File: src/hsv_to_rgb_converter_unit_defines.svh
// Assertion macros shared by the HSV to RGB converter RTL.
`ifndef HSV_TO_RGB_CONVERTER_UNIT_DEFINES_SVH
`define HSV_TO_RGB_CONVERTER_UNIT_DEFINES_SVH

`ifndef SYNTHESIS

// Same-cycle implication, checked outside reset.
`define HSV_ASSERT_IMPLIES(label, clk, rst_n, ante, cons) \
    label: assert property (@(posedge clk) disable iff (!rst_n) (ante) |-> (cons)) \
        else $error("assertion failed: same-cycle implication");

// Next-cycle implication, checked outside reset.
`define HSV_ASSERT_NEXT(label, clk, rst_n, ante, cons) \
    label: assert property (@(posedge clk) disable iff (!rst_n) (ante) |=> (cons)) \
        else $error("assertion failed: next-cycle implication");

`else

`define HSV_ASSERT_IMPLIES(label, clk, rst_n, ante, cons)
`define HSV_ASSERT_NEXT(label, clk, rst_n, ante, cons)

`endif

`endif

File: src/hsvrgb_pkg.sv
// Package with the fixed-point constants and transfer payload types of the HSV to RGB converter.
package hsvrgb_pkg;

    localparam int FRAC_BITS = 16;
    localparam int FX_W      = FRAC_BITS + 1;
    localparam int PROD_W    = 2 * FX_W;
    localparam int H6_W      = FRAC_BITS + 3;
    localparam int SECTOR_W  = 3;
    localparam int CH_W      = 8;
    localparam int BYTE_W    = FX_W + CH_W;

    localparam logic [FX_W-1:0] ONE_FX = FX_W'(1) << FRAC_BITS;

    typedef logic [FX_W-1:0]     fx_t;
    typedef logic [SECTOR_W-1:0] sector_t;

    localparam sector_t SECTOR_0 = 3'd0;
    localparam sector_t SECTOR_1 = 3'd1;
    localparam sector_t SECTOR_2 = 3'd2;
    localparam sector_t SECTOR_3 = 3'd3;
    localparam sector_t SECTOR_4 = 3'd4;
    localparam sector_t SECTOR_5 = 3'd5;

    typedef struct packed {
        logic [FX_W-1:0] hue;
        logic [FX_W-1:0] saturation;
        logic [FX_W-1:0] brightness;
    } hsv_t;

    typedef struct packed {
        logic [CH_W-1:0] red;
        logic [CH_W-1:0] green;
        logic [CH_W-1:0] blue;
    } rgb_t;

endpackage

File: src/hsv_to_rgb_converter_unit.sv
// Top level of the HSV to RGB converter: a four-stage pipeline that turns one pixel a cycle.
// Throughput is one pixel per cycle; the pipeline advances as a whole whenever the output
// register is empty or its result is being taken, so a stalled sink freezes every stage.
// Reset (rst_n, asynchronous, active low) clears only the stage valid bits.
`include "hsv_to_rgb_converter_unit_defines.svh"

module hsv_to_rgb_converter_unit
    import hsvrgb_pkg::*;
(
    input  logic clk,
    input  logic rst_n,
    input  logic hsv_valid,
    output logic hsv_ready,
    input  hsv_t hsv,
    output logic rgb_valid,
    input  logic rgb_ready,
    output rgb_t rgb
);

    // The whole pipeline moves forward together. Because the last stage is a register,
    // a new pixel can be taken while the previous result still waits, as long as the
    // sink takes it in the same cycle.
    logic advance;
    assign advance   = !rgb_valid || rgb_ready;
    assign hsv_ready = advance;

    // Stage 1: clamp the inputs and split six times the hue into sector and fraction.
    logic      s1_valid_reg, s1_valid_next;
    fx_t       s1_sat_reg, s1_sat_next;
    fx_t       s1_val_reg, s1_val_next;
    sector_t   s1_sector_reg, s1_sector_next;
    logic [FRAC_BITS-1:0] s1_frac_reg, s1_frac_next;

    logic [H6_W-1:0] hue6;
    logic [FRAC_BITS-1:0] hue_eff;

    always_comb
    begin
        // A hue of one or more wraps to zero.
        hue_eff = (hsv.hue >= ONE_FX) ? '0 : hsv.hue[FRAC_BITS-1:0];
        // Six times the hue as a shift-and-add: 4h + 2h.
        hue6 = (H6_W'(hue_eff) << 2) + (H6_W'(hue_eff) << 1);

        s1_valid_next  = hsv_valid;
        s1_sat_next    = (hsv.saturation > ONE_FX) ? ONE_FX : hsv.saturation;
        s1_val_next    = (hsv.brightness > ONE_FX) ? ONE_FX : hsv.brightness;
        s1_sector_next = hue6[H6_W-1:FRAC_BITS];
        s1_frac_next   = hue6[FRAC_BITS-1:0];
    end

    // Stage 2: the two saturation products s*f and s*(1-f), plus 1-s.
    logic    s2_valid_reg, s2_valid_next;
    fx_t     s2_val_reg, s2_val_next;
    sector_t s2_sector_reg, s2_sector_next;
    fx_t     s2_inv_s_reg, s2_inv_s_next;
    fx_t     s2_sf_reg, s2_sf_next;
    fx_t     s2_sinvf_reg, s2_sinvf_next;

    logic [PROD_W-1:0] prod_sf;
    logic [PROD_W-1:0] prod_sinvf;

    always_comb
    begin
        prod_sf    = PROD_W'(s1_sat_reg) * PROD_W'(s1_frac_reg);
        prod_sinvf = PROD_W'(s1_sat_reg) * PROD_W'(ONE_FX - FX_W'(s1_frac_reg));

        s2_valid_next  = s1_valid_reg;
        s2_val_next    = s1_val_reg;
        s2_sector_next = s1_sector_reg;
        s2_inv_s_next  = ONE_FX - s1_sat_reg;
        s2_sf_next     = prod_sf[FRAC_BITS+FX_W-1:FRAC_BITS];
        s2_sinvf_next  = prod_sinvf[FRAC_BITS+FX_W-1:FRAC_BITS];
    end

    // Stage 3: scale by brightness to get p, q and t.
    logic    s3_valid_reg, s3_valid_next;
    fx_t     s3_val_reg, s3_val_next;
    sector_t s3_sector_reg, s3_sector_next;
    fx_t     s3_p_reg, s3_p_next;
    fx_t     s3_q_reg, s3_q_next;
    fx_t     s3_t_reg, s3_t_next;

    logic [PROD_W-1:0] prod_p;
    logic [PROD_W-1:0] prod_q;
    logic [PROD_W-1:0] prod_t;

    always_comb
    begin
        prod_p = PROD_W'(s2_val_reg) * PROD_W'(s2_inv_s_reg);
        prod_q = PROD_W'(s2_val_reg) * PROD_W'(ONE_FX - s2_sf_reg);
        prod_t = PROD_W'(s2_val_reg) * PROD_W'(ONE_FX - s2_sinvf_reg);

        s3_valid_next  = s2_valid_reg;
        s3_val_next    = s2_val_reg;
        s3_sector_next = s2_sector_reg;
        s3_p_next      = prod_p[FRAC_BITS+FX_W-1:FRAC_BITS];
        s3_q_next      = prod_q[FRAC_BITS+FX_W-1:FRAC_BITS];
        s3_t_next      = prod_t[FRAC_BITS+FX_W-1:FRAC_BITS];
    end

    // Stage 4: pick the channel order for the sector and convert each channel to a byte.
    logic rgb_valid_reg, rgb_valid_next;
    rgb_t rgb_reg, rgb_next;

    fx_t red_fx, green_fx, blue_fx;

    // floor(x * 255) as (x << 8) - x, saturated to one byte.
    function automatic logic [CH_W-1:0] to_byte(input fx_t x);
        logic [BYTE_W-1:0] scaled;
        logic [BYTE_W-FRAC_BITS-1:0] whole;
        scaled = (BYTE_W'(x) << CH_W) - BYTE_W'(x);
        whole  = scaled[BYTE_W-1:FRAC_BITS];
        return (whole > (BYTE_W-FRAC_BITS)'(255)) ? 8'hFF : whole[CH_W-1:0];
    endfunction

    always_comb
    begin
        case (s3_sector_reg)
            SECTOR_0:
            begin
                red_fx = s3_val_reg; green_fx = s3_t_reg;   blue_fx = s3_p_reg;
            end
            SECTOR_1:
            begin
                red_fx = s3_q_reg;   green_fx = s3_val_reg; blue_fx = s3_p_reg;
            end
            SECTOR_2:
            begin
                red_fx = s3_p_reg;   green_fx = s3_val_reg; blue_fx = s3_t_reg;
            end
            SECTOR_3:
            begin
                red_fx = s3_p_reg;   green_fx = s3_q_reg;   blue_fx = s3_val_reg;
            end
            SECTOR_4:
            begin
                red_fx = s3_t_reg;   green_fx = s3_p_reg;   blue_fx = s3_val_reg;
            end
            default:
            begin
                red_fx = s3_val_reg; green_fx = s3_p_reg;   blue_fx = s3_q_reg;
            end
        endcase

        rgb_valid_next = s3_valid_reg;
        rgb_next.red   = to_byte(red_fx);
        rgb_next.green = to_byte(green_fx);
        rgb_next.blue  = to_byte(blue_fx);
    end

    // Valid bits are the only state that reset touches.
    always_ff @(posedge clk or negedge rst_n)
    begin
        if (!rst_n)
        begin
            s1_valid_reg  <= 1'b0;
            s2_valid_reg  <= 1'b0;
            s3_valid_reg  <= 1'b0;
            rgb_valid_reg <= 1'b0;
        end
        else if (advance)
        begin
            s1_valid_reg  <= s1_valid_next;
            s2_valid_reg  <= s2_valid_next;
            s3_valid_reg  <= s3_valid_next;
            rgb_valid_reg <= rgb_valid_next;
        end
    end

    // Payload registers load whenever the pipeline moves; bubbles carry don't-care data.
    always_ff @(posedge clk)
    begin
        if (advance)
        begin
            s1_sat_reg    <= s1_sat_next;
            s1_val_reg    <= s1_val_next;
            s1_sector_reg <= s1_sector_next;
            s1_frac_reg   <= s1_frac_next;

            s2_val_reg    <= s2_val_next;
            s2_sector_reg <= s2_sector_next;
            s2_inv_s_reg  <= s2_inv_s_next;
            s2_sf_reg     <= s2_sf_next;
            s2_sinvf_reg  <= s2_sinvf_next;

            s3_val_reg    <= s3_val_next;
            s3_sector_reg <= s3_sector_next;
            s3_p_reg      <= s3_p_next;
            s3_q_reg      <= s3_q_next;
            s3_t_reg      <= s3_t_next;

            rgb_reg       <= rgb_next;
        end
    end

    assign rgb_valid = rgb_valid_reg;
    assign rgb       = rgb_reg;

    // A wrapped hue must never produce a sector above five.
    `HSV_ASSERT_IMPLIES(a_sector_range, clk, rst_n, s1_valid_reg, s1_sector_reg <= SECTOR_5)
    // An accepted pixel lands in the first stage on the next edge.
    `HSV_ASSERT_NEXT(a_accept_enters, clk, rst_n, hsv_valid && hsv_ready, s1_valid_reg)
    // A stalled pipeline keeps every stage's occupancy.
    `HSV_ASSERT_NEXT(a_stall_holds, clk, rst_n, !advance,
        $stable({s1_valid_reg, s2_valid_reg, s3_valid_reg, rgb_valid_reg}))

endmodule
File: config.mk
export PLATFORM = sky130hd
export DESIGN_NAME = hsv_to_rgb_converter_unit
export DESIGN_NICKNAME = d
export VERILOG_FILES = /design/src/hsvrgb_pkg.sv /design/src/hsv_to_rgb_converter_unit.sv
export VERILOG_INCLUDE_DIRS = /design/src /design/src/src
export SDC_FILE = /design/constraint.sdc
export NUM_CORES = 2
export LEC_CHECK = 0
export BUFFER_PORTS_ARGS = -buffer_cell sky130_fd_sc_hd__buf_2
export CAP_MARGIN = 0
export CORE_MARGIN = 4
export CORE_UTILIZATION = 55
export CTS_CLUSTER_SIZE = 8
export DETAILED_ROUTE_END_ITERATION = 12
export GPL_ROUTABILITY_DRIVEN = 0
export PLACE_DENSITY = 0.77
export SYNTH_ARGS = -nofsm -noshare
export SYNTH_HDL_FRONTEND = slang
export SYNTH_SLANG_ARGS = --single-unit
File: constraint.sdc
create_clock -name clk -period 21.9 [get_ports clk]
set_input_delay 1.095 -clock clk [delete_from_list [all_inputs] [get_ports clk]]
set_output_delay 1.095 -clock clk [all_outputs]
set_load 0.01 [all_outputs]
### Word level (Yosys, flattened, before mapping)

Index checks and enable logic that the tools add are counted.

| storage, ports and cells | value |
|---|---|
| flip-flop bits (word level) | 223 |
| bits in latches | 0 |
| RAM bits | 0 |
| bits in read-only memories | 0 |
| input port bits | 55 |
| output and inout port bits | 26 |
| word-level logic and storage cells | 55 |
| memories kept | 0 |

| cells by class | value |
|---|---|
| $add $sub $neg | 8 |
| multiply operators | 5 |
| divide/modulo/power cells | 0 |
| $lt $le $gt $ge | 6 |
| equal/unequal tests | 4 |
| shift operators | 0 |
| multiplexer cells | 4 |
| bitwise operators | 0 |
| reduce and logical (&&, ||, !) cells | 7 |

Operators by type and width:

| kind | count |
|---|---|
| $pmux W17 S3 | 3 |
| $mul A18 B18 Y33 | 3 |
| $sub A25 B17 Y25 | 3 |
| $sub A17 B17 Y18 const A | 2 |
| $gt A17 B17 Y1 const B | 2 |
| $mul A17 B16 Y33 | 1 |
| $mul A17 B17 Y33 | 1 |
| $gt A9 B8 Y1 const B | 3 |
| $add A18 B17 Y19 | 1 |
| $sub A17 B16 Y18 const A | 1 |
| $ge A17 B17 Y1 const B | 1 |
| $sub A17 B17 Y17 const A | 1 |
| $mux W16 | 1 |
| $reduce_or A2 Y1 | 4 |
| $eq A3 B2 Y1 const B | 2 |
| $eq A3 B1 Y1 const B | 1 |
| $eq A3 B3 Y1 const B | 1 |
| $logic_not A3 Y1 | 1 |
| $logic_not A1 Y1 | 1 |
| $logic_or A1 B1 Y1 | 1 |

### Logic depth before layout (Yosys ltp)

| logic depth | value |
|---|---|
| word-level depth | 5 |
| depth in mapped cells | 32 |
| mapped depth without buffers | 30 |

### Worst setup path before layout

No wires, ideal clock.

| timing path | value |
|---|---|
| path kind | input to output |
| from | input port rgb_ready |
| to | output port hsv_ready |
| arrival | 6.478 ns |
| setup slack | 14.327 ns |
| stages on the path | 1 |
| path buffers | 0 |
| path through | nand2b_1 |

| on the way | value |
|---|---|
| cells in the longest elaborated chain, start to end | 1 |

RTL lines:

| item | line | RTL |
|---|---|---|
| from (decl) | hsv_to_rgb_converter_unit.sv:16 | `input logic rgb_ready,` |
| $logic_or A1 B1 Y1 | hsv_to_rgb_converter_unit.sv:24 | `assign advance = !rgb_valid \|\| rgb_ready;` |
| to (decl) | hsv_to_rgb_converter_unit.sv:13 | `output logic hsv_ready,` |

Every way passes these cells.

### Final worst setup path

| timing path | value |
|---|---|
| from | register s2_sinvf_reg[0] |
| to | register s3_t_reg[11], data pin |

| on the way | value |
|---|---|
| cells in the longest elaborated chain, start to end | 2 |

RTL lines:

| item | line | RTL |
|---|---|---|
| from (decl) | hsv_to_rgb_converter_unit.sv:57 | `fx_t s2_sinvf_reg, s2_sinvf_next;` |
| from (signal assigned) | hsv_to_rgb_converter_unit.sv:184 | `s2_sinvf_reg <= s2_sinvf_next;` |
| $sub A17 B17 Y18 | hsv_to_rgb_converter_unit.sv:91 | `prod_t = PROD_W'(s2_val_reg) * PROD_W'(ONE_FX - s2_sinvf_reg);` |
| $mul A18 B18 Y33 | hsv_to_rgb_converter_unit.sv:91 |  |
| via prod_t[27] | hsv_to_rgb_converter_unit.sv:85 | `logic [PROD_W-1:0] prod_t;` |
| to (signal assigned) | hsv_to_rgb_converter_unit.sv:190 | `s3_t_reg <= s3_t_next;` |
| to (decl) | hsv_to_rgb_converter_unit.sv:81 | `fx_t s3_t_reg, s3_t_next;` |

The timed path passes the listed nets, and every way through them passes these cells.
A chain may end at the register's enable or synchronous reset.

==> flow_summary.toml <==
[status]
run_status = "completed"

[sta]
fin_crit_sh = 0.3873
rsz0062_at_grt = "no"
finalSetupViolations = 0
finalHoldViolCount = 0
fin_setup_tns_ps = 0
slew_violations = 0
fmax_ghz = 0.1179
relSlewSlack = 0.3236
skew_ps = 53.42
worst_pin_slew_ps = 1014
period_needed_ps = 8483

[yosys]
synth-edff-count = 218
synth_cell_types = 93
yosys-top-cells-count = "inv_1, fa_1, nand2_1"
syn-num-nets = 7887
synth.avg_cell_area_um2 = 9.253
synth_most_common_cell = "inv_1"
ys.flop_type = "edfxtp_1"
syn_inst = 6138
synth_area_leader_cell = "fa_1"
ys_seq_area_frac = 0.1170
syn_area_um2 = 56790
yosys_warnings = 0
synth_top_area_frac = 0.3877
async_flop_share = 0.01802
ys_ff_latch = 222
synth.area.top_cells = "fa_1, ha_1, edfxtp_1"

[clocking]
clock-root-buffer = "clkbuf_16"
postCtsResizedCells = 0
insertion_delay_ps = 590
clkSinkCount = 222
clk_pin_slew_ps = 80
cts_tree = "yes"
ctsHoldBuffers = 0
htreeDepth = 2
numCtsBuffers = 34
post_cts_buffers = 0
cts_buffer_depth = 3

[run]
cap_viol_max_count = 0

[detailed_routing]
drt-total-wl_mm = 138.4
drc = 0
dr_total_vias = 41010
postRouteAntennaNets = 0
avgViaCountPerCell = 5.530
drtIter0Drc = 3073
firstDrtPassIters = 6
post_drt_wl_per_cell_um = 18.66

[floorplanning]
num_rows = 117
top_level_ports = 81
die_w_um = 329.3
dieHeight_um = 329.3
core_um2 = 102200
initial_utilization = 0.5558
dieArea_um2 = 108500

[global_routing]
grt-ovfl-total = 0
grt_pass1_vias = 44390
grt_usage = 0.2645
grt_max_degree = 87
grt_pass1_wl_mm = 229.0
antenna_found_initial = 1

[place]
post-dp-hpwl_mm = 105.0
io_buffers = 80

[layout]
drive_gt1_frac = 0.04761
antenna_cells = 0
nets = 7792
fillers = 8716
largest_reg_flops = 24
area_growth_pct = 4.540

[critical_path]
cpMaxStageDelayCell = "edfxtp_1"
crit_arrival_ps = 8800
crit_fanout = 19
max_stage_delay_ps = 640
crit_required_ps = 22210
critical_path_class = "flop to flop"
crit_top_cell = "fa_1"
end_kind = "flop"
critPathLaunchType = "flop"

[min_path]
hold_class = "input port to async pin"
layer usage:
metal / track usage / vias up / share of wire
met4: 0.07673 / 2 / 0.030
li1: - / 18330 / -
met1: 0.3554 / 20580 / 0.41
met3: 0.04881 / 326 / 0.088
met5: 0 / - / 0.000072
met2: 0.4414 / 1779 / 0.48
cells by family (layout without fill, tap and decap cells):
family | Yosys count | after routing | share of synthesized area
AND/OR/NAND/NOR | 1887 | 1887 | 0.1621
buffers and inverters | 1684 | 1595 | 0.1130
multiplexers | 75 | 75 | 0.01370
adder cells (fa/ha/maj) | 1694 | 1694 | 0.5186
flip-flops | 222 | 222 | 0.1170
XOR/XNOR | 182 | 182 | 0.02833
AO/OA/AOI/OAI | 394 | 394 | 0.04721
critical path: cells and delay by family, from the launching register on:
kind                       cells  cell delay (ps)
and+or+nand+nor                5             1630
AOI/OAI and AO/OA              6             1990
adders and majority gates      7             3260
xor gates and xnor gates       1              160
buffers and inverters          6              510
DFF                            1              640
stage by stage:
stage	cells	setup WS [ps]	cell area (um^2)	utilization	hold WS (ps)
2_1_floorplan	6138	14330	56790	-	400.3
3_3_place_gp	7375	13730	58450	0.5720	401.6
3_5_place_dp	7375	13490	58450	0.5720	406.8
4_1_cts	7417	13490	59370	0.5811	260.0
5_1_grt	7417	13090	59370	0.5811	271.2
6_report	7417	13420	59370	0.5811	287.2
placed cells by master (no fill, tap or decap), types with 6 or more instances in the layout:
cell	Yosys	final
buf_2	18	80
xor2_1	51	48
mux2_2	17	17
a21o_1	36	36
o21a_1	21	21
inv_1	1386	1386
o21ai_0	63	63
o21bai_1	11	11
o31ai_1	10	10
clkbuf_16	0	35
xnor2_1	129	119
a211oi_1	27	27
or4_1	6	6
a22oi_1	10	10
xnor2_2	1	11
nor4_1	26	26
nor2_1	139	139
nor2b_1	71	71
a41oi_1	6	6
edfxtp_1	218	218
and2_1	539	539
o211ai_1	20	20
or2_2	22	22
nand2_1	903	903
ha_1	594	594
buf_4	4	87
and3_1	22	22
o21ai_1	15	15
fa_1	1100	1100
nand3b_1	10	10
nand3_1	29	29
or3_1	21	21
nand2b_1	17	16
nor3_1	47	47
a31oi_1	8	8
nand4_1	12	12
mux2i_1	56	56
o22ai_1	10	10
a21oi_1	97	97
path summary, 6_finish.rpt:
| path | to | start | cells after the start | slack (ps) |
|---|---|---|---|---|
| min in group clk | s2_val_reg[6] | s1_val_reg[6] | 0 | 420 |
| setup / recovery | s3_t_reg[11] | s2_sinvf_reg[0] | 25 | 13420 |
| setup reg to reg | s3_t_reg[11] | s2_sinvf_reg[0] | 25 | 13420 |
| hold reg to reg | s2_val_reg[6] | s1_val_reg[6] | 0 | 420 |
| hold / removal | s1_valid_reg | rst_n | 1 | 290 |
| max in group asynchronous | rgb_valid_next | rst_n | 1 | 21500 |
area by class of cell:
class / count / area (um^2) / area share
Tap cell: 1368 / 1712 / 0.02883
Sequential cell: 222 / 6646 / 0.1119
Timing Repair Buffer: 167 / 1054 / 0.01774
Multi-Input combinational cell: 4232 / 43830 / 0.7383
Clock buffer: 36 / 879.6 / 0.01481
Clock inverter: 6 / 45.04 / 0.0007586
Inverter: 1386 / 5202 / 0.08762
Power is left out: the tool's default activity adds up to more than one toggle a clock period on the data nets, which glitch-free logic cannot reach.
